## src/hw/rtl/sfd_pkg.sv

```systemverilog
// shared constants and types of the serial frame deframer
package sfd_pkg;

    localparam int MAX_PAYLOAD = 32;
    localparam int STORE_AW    = (MAX_PAYLOAD > 1) ? $clog2(MAX_PAYLOAD) : 1;
    localparam int LEN_W       = $clog2(MAX_PAYLOAD + 1);

    localparam logic [7:0] START_CODE = 8'h55;
    localparam logic [7:0] STOP_CODE  = 8'hAA;

    typedef enum logic [2:0] {
        ST_DATA     = 3'd0,
        ST_EMPTY    = 3'd1,
        ST_BAD_STOP = 3'd2,
        ST_BAD_SUM  = 3'd3,
        ST_TOO_LONG = 3'd4
    } status_t;

    typedef struct packed {
        logic [7:0]       addr;
        logic [LEN_W-1:0] len;
        status_t          status;
    } cmd_t;

    typedef struct packed {
        logic                en;
        logic [STORE_AW-1:0] addr;
        logic [7:0]          data;
    } store_wr_t;

endpackage

```

## src/hw/rtl/sfd_front.sv

```systemverilog
// byte parser: frame recognition, checksum and payload store writes
module sfd_front (
    input  logic               clk,
    input  logic               rst_n,
    input  logic               s_tvalid,
    output logic               s_tready,
    input  logic [7:0]         s_tdata,    // rx_byte
    input  logic               drain_idle,
    input  logic               q_full,
    output logic               q_push,
    output sfd_pkg::cmd_t      q_cmd,
    output sfd_pkg::store_wr_t store_wr
);
    import sfd_pkg::*;

    typedef enum logic [2:0] {
        PH_HUNT,
        PH_ADDR,
        PH_LEN,
        PH_DATA,
        PH_SUM,
        PH_STOP
    } phase_t;

    phase_t              phase_reg, phase_next;
    logic [7:0]          addr_reg, addr_next;
    logic [LEN_W-1:0]    len_reg, len_next;
    logic [STORE_AW-1:0] count_reg, count_next;
    logic [7:0]          sum_reg, sum_next;
    logic [7:0]          chk_reg, chk_next;
    logic                accept;
    logic                stall;

    // hold data bytes back while the previous payload still drains, and length and stop bytes while the queue is full
    assign stall = ((phase_reg == PH_DATA) && !drain_idle)
                || (((phase_reg == PH_LEN) || (phase_reg == PH_STOP)) && q_full);
    assign s_tready = !stall;
    assign accept   = s_tvalid && s_tready;

    always_comb
    begin
        phase_next    = phase_reg;
        addr_next     = addr_reg;
        len_next      = len_reg;
        count_next    = count_reg;
        sum_next      = sum_reg;
        chk_next      = chk_reg;
        q_push        = 1'b0;
        q_cmd.addr    = addr_reg;
        q_cmd.len     = len_reg;
        q_cmd.status  = ST_DATA;
        store_wr.en   = 1'b0;
        store_wr.addr = count_reg;
        store_wr.data = s_tdata;
        if (accept)
        begin
            unique case (phase_reg)
                PH_HUNT:
                begin
                    if (s_tdata == START_CODE)
                    begin
                        phase_next = PH_ADDR;
                    end
                end
                PH_ADDR:
                begin
                    addr_next  = s_tdata;
                    phase_next = PH_LEN;
                end
                PH_LEN:
                begin
                    count_next = '0;
                    sum_next   = '0;
                    if (s_tdata > 8'(MAX_PAYLOAD))
                    begin
                        q_push       = 1'b1;
                        q_cmd.status = ST_TOO_LONG;
                        phase_next   = PH_HUNT;
                    end
                    else
                    begin
                        len_next   = s_tdata[LEN_W-1:0];
                        phase_next = (s_tdata == 8'd0) ? PH_SUM : PH_DATA;
                    end
                end
                PH_DATA:
                begin
                    store_wr.en = 1'b1;
                    sum_next    = sum_reg + s_tdata;
                    if ((LEN_W'(count_reg) + 1'b1) >= len_reg)
                    begin
                        phase_next = PH_SUM;
                    end
                    else
                    begin
                        count_next = count_reg + 1'b1;
                    end
                end
                PH_SUM:
                begin
                    chk_next   = s_tdata;
                    phase_next = PH_STOP;
                end
                PH_STOP:
                begin
                    q_push = 1'b1;
                    if (s_tdata != STOP_CODE)
                    begin
                        q_cmd.status = ST_BAD_STOP;
                    end
                    else if (chk_reg != sum_reg)
                    begin
                        q_cmd.status = ST_BAD_SUM;
                    end
                    else if (len_reg == '0)
                    begin
                        q_cmd.status = ST_EMPTY;
                    end
                    else
                    begin
                        q_cmd.status = ST_DATA;
                    end
                    phase_next = PH_HUNT;
                end
                default:
                begin
                    phase_next = PH_HUNT;
                end
            endcase
        end
    end

    always_ff @(posedge clk or negedge rst_n)
    begin
        if (!rst_n)
        begin
            phase_reg <= PH_HUNT;
            addr_reg  <= '0;
            len_reg   <= '0;
            count_reg <= '0;
            sum_reg   <= '0;
            chk_reg   <= '0;
        end
        else
        begin
            phase_reg <= phase_next;
            addr_reg  <= addr_next;
            len_reg   <= len_next;
            count_reg <= count_next;
            sum_reg   <= sum_next;
            chk_reg   <= chk_next;
        end
    end

    // payload writes never overlap a drain of the store
    a_wr_drain_idle: assert property (@(posedge clk) disable iff (!rst_n)
        store_wr.en |-> drain_idle)
        else $error("store written while a drain is in progress");

endmodule

```

## src/hw/rtl/sfd_queue.sv

```systemverilog
// two-entry command queue between parser and drain
module sfd_queue (
    input  logic          clk,
    input  logic          rst_n,
    input  logic          push,
    input  sfd_pkg::cmd_t push_cmd,
    output logic          full,
    input  logic          pop,
    output sfd_pkg::cmd_t pop_cmd,
    output logic          empty
);
    import sfd_pkg::*;

    cmd_t       entry_reg [2];
    logic       wr_ptr_reg, wr_ptr_next;
    logic       rd_ptr_reg, rd_ptr_next;
    logic [1:0] count_reg, count_next;

    assign full    = (count_reg == 2'd2);
    assign empty   = (count_reg == 2'd0);
    assign pop_cmd = entry_reg[rd_ptr_reg];

    always_comb
    begin
        wr_ptr_next = wr_ptr_reg ^ push;
        rd_ptr_next = rd_ptr_reg ^ pop;
        count_next  = count_reg + {1'b0, push} - {1'b0, pop};
    end

    always_ff @(posedge clk)
    begin
        if (push)
        begin
            entry_reg[wr_ptr_reg] <= push_cmd;
        end
    end

    always_ff @(posedge clk or negedge rst_n)
    begin
        if (!rst_n)
        begin
            wr_ptr_reg <= 1'b0;
            rd_ptr_reg <= 1'b0;
            count_reg  <= '0;
        end
        else
        begin
            wr_ptr_reg <= wr_ptr_next;
            rd_ptr_reg <= rd_ptr_next;
            count_reg  <= count_next;
        end
    end

    a_no_overflow: assert property (@(posedge clk) disable iff (!rst_n)
        push |-> (!full || pop))
        else $error("queue overflow");

    a_no_underflow: assert property (@(posedge clk) disable iff (!rst_n)
        pop |-> !empty)
        else $error("queue underflow");

endmodule

```

## src/hw/rtl/sfd_back.sv

```systemverilog
// payload store and result drain with output register
module sfd_back (
    input  logic               clk,
    input  logic               rst_n,
    input  sfd_pkg::store_wr_t store_wr,
    input  logic               q_empty,
    input  sfd_pkg::cmd_t      q_cmd,
    output logic               q_pop,
    output logic               busy,
    output logic               m_tvalid,
    input  logic               m_tready,
    output logic [15:0]        m_tdata,    // slot_address, data_byte
    output logic               m_tlast,
    output logic [2:0]         m_tuser     // status
);
    import sfd_pkg::*;

    typedef enum logic [1:0] {
        DR_IDLE,
        DR_READ,
        DR_LOAD
    } drain_t;

    logic [7:0]          store_mem [MAX_PAYLOAD];
    logic [7:0]          rd_data_reg;
    drain_t              state_reg;
    logic [STORE_AW-1:0] idx_reg;
    logic [LEN_W-1:0]    len_reg;
    logic [7:0]          addr_reg;
    logic                out_valid_reg;
    logic [15:0]         out_data_reg;
    logic                out_last_reg;
    logic [2:0]          out_user_reg;
    logic                slot_free;
    logic                is_last;
    logic                out_load;

    assign slot_free = !out_valid_reg || m_tready;
    assign is_last   = ((LEN_W'(idx_reg) + 1'b1) == len_reg);
    assign busy      = (state_reg != DR_IDLE);
    assign q_pop     = (state_reg == DR_IDLE) && !q_empty
                    && ((q_cmd.status == ST_DATA) || slot_free);
    // output register takes a status result or the next payload byte
    assign out_load  = (q_pop && (q_cmd.status != ST_DATA))
                    || ((state_reg == DR_LOAD) && slot_free);

    assign m_tvalid = out_valid_reg;
    assign m_tdata  = out_data_reg;
    assign m_tlast  = out_last_reg;
    assign m_tuser  = out_user_reg;

    always_ff @(posedge clk)
    begin
        if (store_wr.en)
        begin
            store_mem[store_wr.addr] <= store_wr.data;
        end
        if (state_reg == DR_READ)
        begin
            rd_data_reg <= store_mem[idx_reg];
        end
    end

    always_ff @(posedge clk or negedge rst_n)
    begin
        if (!rst_n)
        begin
            state_reg     <= DR_IDLE;
            idx_reg       <= '0;
            len_reg       <= '0;
            addr_reg      <= '0;
            out_valid_reg <= 1'b0;
            out_data_reg  <= '0;
            out_last_reg  <= 1'b0;
            out_user_reg  <= '0;
        end
        else
        begin
            if (out_load)
            begin
                out_valid_reg <= 1'b1;
            end
            else if (out_valid_reg && m_tready)
            begin
                out_valid_reg <= 1'b0;
            end
            unique case (state_reg)
                DR_IDLE:
                begin
                    if (q_pop)
                    begin
                        if (q_cmd.status == ST_DATA)
                        begin
                            addr_reg  <= q_cmd.addr;
                            len_reg   <= q_cmd.len;
                            idx_reg   <= '0;
                            state_reg <= DR_READ;
                        end
                        else
                        begin
                            out_data_reg  <= {8'd0, q_cmd.addr};
                            out_last_reg  <= 1'b1;
                            out_user_reg  <= q_cmd.status;
                        end
                    end
                end
                DR_READ:
                begin
                    state_reg <= DR_LOAD;
                end
                DR_LOAD:
                begin
                    if (slot_free)
                    begin
                        out_data_reg  <= {rd_data_reg, addr_reg};
                        out_last_reg  <= is_last;
                        out_user_reg  <= ST_DATA;
                        if (is_last)
                        begin
                            state_reg <= DR_IDLE;
                        end
                        else
                        begin
                            idx_reg   <= idx_reg + 1'b1;
                            state_reg <= DR_READ;
                        end
                    end
                end
                default:
                begin
                    state_reg <= DR_IDLE;
                end
            endcase
        end
    end

    // drain index stays inside the frame being emitted
    a_idx_in_frame: assert property (@(posedge clk) disable iff (!rst_n)
        (state_reg != DR_IDLE) |-> (LEN_W'(idx_reg) < len_reg))
        else $error("drain index beyond frame length");

endmodule

```

## src/hw/rtl/serial_frame_deframer.sv

```systemverilog
// top level of the serial frame deframer
//
// s_* carries received serial bytes, one request per byte. m_* carries results:
// slot address and payload byte in tdata, status in tuser, tlast on the final
// result of a frame. A good frame gives its payload bytes in order; an empty
// good frame, a bad stop, a bad checksum or an oversized length give one
// status result each.
// Input: one byte per cycle while the parser hunts or reads the header. While
// an earlier payload still drains from the store, payload bytes of the next
// frame are held off by s_tready; stop and length bytes wait only when the
// two-entry command queue is full.
// Results: a status result goes from the command queue straight into the output
// register; each payload byte is read from the store into a read register in
// DR_READ and moved to the output register in DR_LOAD, one byte at a time.
// When m_tready is low the output register holds its result and the drain
// waits; the parser keeps taking header bytes until the queue fills.
// Reset empties the queue, drops any pending result and sends the parser back
// to hunting for the start byte; the store needs no clearing.
module serial_frame_deframer (
    input  logic        clk,
    input  logic        rst_n,
    input  logic        s_tvalid,
    output logic        s_tready,
    input  logic [7:0]  s_tdata,   // rx_byte
    output logic        m_tvalid,
    input  logic        m_tready,
    output logic [15:0] m_tdata,   // slot_address, data_byte
    output logic        m_tlast,
    output logic [2:0]  m_tuser    // status
);
    import sfd_pkg::*;

    cmd_t      push_cmd;
    cmd_t      pop_cmd;
    store_wr_t store_wr;
    logic      q_push;
    logic      q_pop;
    logic      q_full;
    logic      q_empty;
    logic      back_busy;
    logic      drain_idle;

    assign drain_idle = q_empty && !back_busy;

    sfd_front u_front (
        .clk        (clk),
        .rst_n      (rst_n),
        .s_tvalid   (s_tvalid),
        .s_tready   (s_tready),
        .s_tdata    (s_tdata),
        .drain_idle (drain_idle),
        .q_full     (q_full),
        .q_push     (q_push),
        .q_cmd      (push_cmd),
        .store_wr   (store_wr)
    );

    sfd_queue u_queue (
        .clk      (clk),
        .rst_n    (rst_n),
        .push     (q_push),
        .push_cmd (push_cmd),
        .full     (q_full),
        .pop      (q_pop),
        .pop_cmd  (pop_cmd),
        .empty    (q_empty)
    );

    sfd_back u_back (
        .clk      (clk),
        .rst_n    (rst_n),
        .store_wr (store_wr),
        .q_empty  (q_empty),
        .q_cmd    (pop_cmd),
        .q_pop    (q_pop),
        .busy     (back_busy),
        .m_tvalid (m_tvalid),
        .m_tready (m_tready),
        .m_tdata  (m_tdata),
        .m_tlast  (m_tlast),
        .m_tuser  (m_tuser)
    );

endmodule
```

## config.mk

```make
export PLATFORM = sky130hd
export DESIGN_NAME = serial_frame_deframer
export DESIGN_NICKNAME = d
export VERILOG_FILES = /design/src/hw/rtl/sfd_pkg.sv /design/src/hw/rtl/sfd_front.sv /design/src/hw/rtl/sfd_queue.sv /design/src/hw/rtl/sfd_back.sv /design/src/hw/rtl/serial_frame_deframer.sv
export SDC_FILE = /design/constraint.sdc
export NUM_CORES = 1
export LEC_CHECK = 0
export BUFFER_PORTS_ARGS = -buffer_cell sky130_fd_sc_hd__buf_2
export CAP_MARGIN = 0
export CORE_MARGIN = 5
export CORE_UTILIZATION = 55
export CTS_CLUSTER_SIZE = 14
export DETAILED_ROUTE_END_ITERATION = 8
export GPL_TIMING_DRIVEN = 0
export PLACE_DENSITY_LB_ADDON = 0.25
export SLEW_MARGIN = 20
export SYNTH_ARGS = -nofsm -noshare
export SYNTH_HDL_FRONTEND = slang
export SYNTH_SLANG_ARGS = --single-unit
```

## constraint.sdc

```tcl
create_clock -name clk -period 5.7 [get_ports clk]
set_input_delay 0.57 -clock clk [delete_from_list [all_inputs] [get_ports clk]]
set_output_delay 0.57 -clock clk [all_outputs]
set_load 0.01 [all_outputs]
```

==> metrics.yaml <==
timing:
  fin_tns_setup_ns: 0
  period_share_pct: 58.7
  finClkSkew_ns: 0.0183
  worstMarginPinSlew_ns: 0.959
  fmax_ghz: 0.299
  slew_headroom_pct: 35.8
  setup_ws_ns: 2.35
  drv_slew: 0
  hold_ws_ns: 0.00696
  setup_viol: 0
  finalHoldViolCount: 0
  period_needed_ns: 3.35
  rsz0062_at_grt: "no"
outcome:
  status: "completed"
clock_network:
  clockBufferDepth: 3
  clock_latency_ns: 0.53
  cts_tree: "done"
  postCtsHoldBufs: 0
  cts_resized: 0
  post_cts_buffers: 0
  cts_buffers: 39
  clock_sinks: 382
  root_buffer: "clkbuf_16"
  htreeDepth: 2
  clkTransAtPathRegs_ns: 0.06
critical_path:
  startpoint_type: "flip-flop"
  critPathMaxFanout: 8
  crit_buf_inv: 1
  critPathArrivalTime_ns: 3.49
  worstPathCellList: "clkbuf_1 -> nor2b_1 -> nand2_1 -> nor4_2 -> nand2_1 -> nor2_1"
  worst-setup-path-type: "reg -> reg"
  crit_path_end_kind: "flip-flop"
  cpLargestDelayFamily: "simple AND/OR/NAND/NOR gates"
  slowest_stage: "nor2_1"
  cp.required_ns: 5.84
  cp_slowest_stage_delay_ns: 0.87
  crit_top_cell: "nand2_1"
floorplan:
  fp.coreArea_mm2: 0.0285
  rows: 62
  initial_core_util_pct: 55.3
  die_w_um: 179
  ios: 34
  die_area_mm2: 0.0321
  die_y_um: 179
drt:
  vias: 8069
  ant_nets: 0
  drt-total-wl_um: 30800
  drt-initial-drc-count: 708
  wl_per_cell_um: 22.0
  post-route-drc-count: 0
  avgViaCountPerCell: 5.75
  first_pass_iters: 5
cells_and_area:
  syn2layout_area_growth_pct: 11.6
  fin_area_mm2: 0.0176
  layout-drive-gt1-share_pct: 20.5
  n_antenna_cell: 0
  multi_input_area_mm2: 0.00442
  regArea_mm2: 0.0111
  fillers: 2084
  nets: 1030
  final_util_pct: 61.7
  largest_reg_flops: 256
grt:
  grt_max_degree: 51
  antenna_found_initial: 0
  grt_usage_pct: 19.9
  gr-total-overflow: 0
  grt_pass1_vias: 8295
  grt_first_pass_wirelength_um: 48100
synth:
  synth_top_area_share_pct: 56.9
  ys.flop_type: "edfxtp_1"
  avgSynthCellArea_um2: 17.1
  synth_top_area_cell: "edfxtp_1"
  synthCells: 921
  synth_area_mm2: 0.0157
  yosysUniqueCellTypes: 59
  async_reset_ff_share_pct: 22.0
  ys_ff_latch: 382
  synth_common_cells: "edfxtp_1 (298), dfrtp_1 (84), mux4_2 (80)"
  yosysMostFrequentCell: "edfxtp_1"
  yosysWarningCount: 0
  synth-edff-count: 298
  synth_nets: 956
  ys_seq_area_share_pct: 70.2
  ys_top_cells_by_area: "edfxtp_1 (57%), dfrtp_1 (13%), mux4_2 (11%)"
flow_run:
  maxCapViolCount: 0
placed_design:
  hpwl_um: 19900
  gp_congestion: 0.812
  place_area_mm2: 0.0164
  portBuffers: 32
  post-place-ws_ns: 2.08
hold_path:
  min_path_type: "in -> async"
pwr:
  p_leak_nw: 6.20
  cellPowerDensity_mw_per_mm2: 458
  ir_drop_v: 0.000246
-- cells in the final DEF (no fill, tap or decap), types with 3 or more instances in the layout --
master / n
buf_1: 5
a21oi_1: 24
and3_1: 3
nand3b_1: 4
dfrtp_1: 84
clkbuf_1: 33
mux2i_1: 20
edfxtp_1: 298
clkinv_1: 6
xor2_1: 6
xnor2_1: 19
clkbuf_8: 3
mux2_2: 16
nor2b_1: 6
nand4_1: 6
clkbuf_16: 39
a21o_1: 9
nand2b_1: 11
or3_1: 6
nand3_1: 11
o21ai_0: 37
nor3_1: 8
nor2_1: 51
clkinv_2: 5
mux4_2: 80
mux2_4: 6
nor4_1: 5
ha_1: 22
a22o_1: 15
buf_2: 40
inv_1: 20
nand2_1: 77
-- per-stage QoR --
stage	cells	total power, mW
6_report	1404	8.05
5_1_grt	1404	8.48
4_1_cts	1404	8.12
3_5_place_dp	1338	5.79
3_3_place_gp	1337	5.75
2_1_floorplan	921	5.15
-- area by class of cell --
| cell class | count | share of cell area [%] |
|---|---|---|
| Sequential cell | 382 | 62.9 |
| Multi-Input combinational cell | 477 | 25.2 |
| Clock buffer | 51 | 5.99 |
| Tap cell | 384 | 2.74 |
| Timing Repair Buffer | 33 | 1.08 |
| Buffer | 40 | 1.00 |
| Clock inverter | 15 | 0.606 |
| Inverter | 22 | 0.470 |
-- power by group --
part	switching (mW)	total (mW)	internal (mW)
registers	0.190	3.54	3.35
logic	1.17	2.18	1.01
clock network	0.993	2.33	1.34
total	2.35	8.05	5.70
-- cells by family after synthesis --
kind of cell / Yosys count / synth area share (%)
XOR/XNOR: 25 / 1.39
multiplexers: 122 / 14.4
adder cells (fa/ha/maj): 23 / 1.88
AO/OA/AOI/OAI: 107 / 4.37
buffers and inverters: 62 / 1.65
flip-flops: 382 / 70.2
AND/OR/NAND/NOR: 200 / 6.04
-- layer usage --
metal	GRT usage, %	up-vias	wire, um
met4	4.60	0	537
li1	-	3736	-
met3	4.47	42	2070
met2	32.2	203	14900
met5	0	-	0
met1	28.2	4088	13300
-- path summary, 6_finish.rpt --
kind,end,slack (ns),cells past startpoint,from
min reg2reg,u_back.m_tdata[11],0.46,1,u_back.rd_data_reg[3]
min,u_back.m_tdata[15],0.007,1,rst_n
min in group clk,u_back.state_reg[1],0.37,3,m_tready
max reg2reg,u_back.store_mem[7][1],2.35,6,u_front.phase_reg[1]
max in group asynchronous,u_front.chk_reg[4],5.07,2,rst_n
max,u_back.store_mem[7][1],2.35,6,u_front.phase_reg[1]
-- worst register-to-register path, cell delays in order (launching register included) --
cell and delay (ns):
dfrtp_1 0.32, clkbuf_1 0.29, nor2b_1 0.27, nand2_1 0.09
nor4_2 0.64, nand2_1 0.50, nor2_1 0.87
No activity file was read; power rests on OpenSTA's default activity.
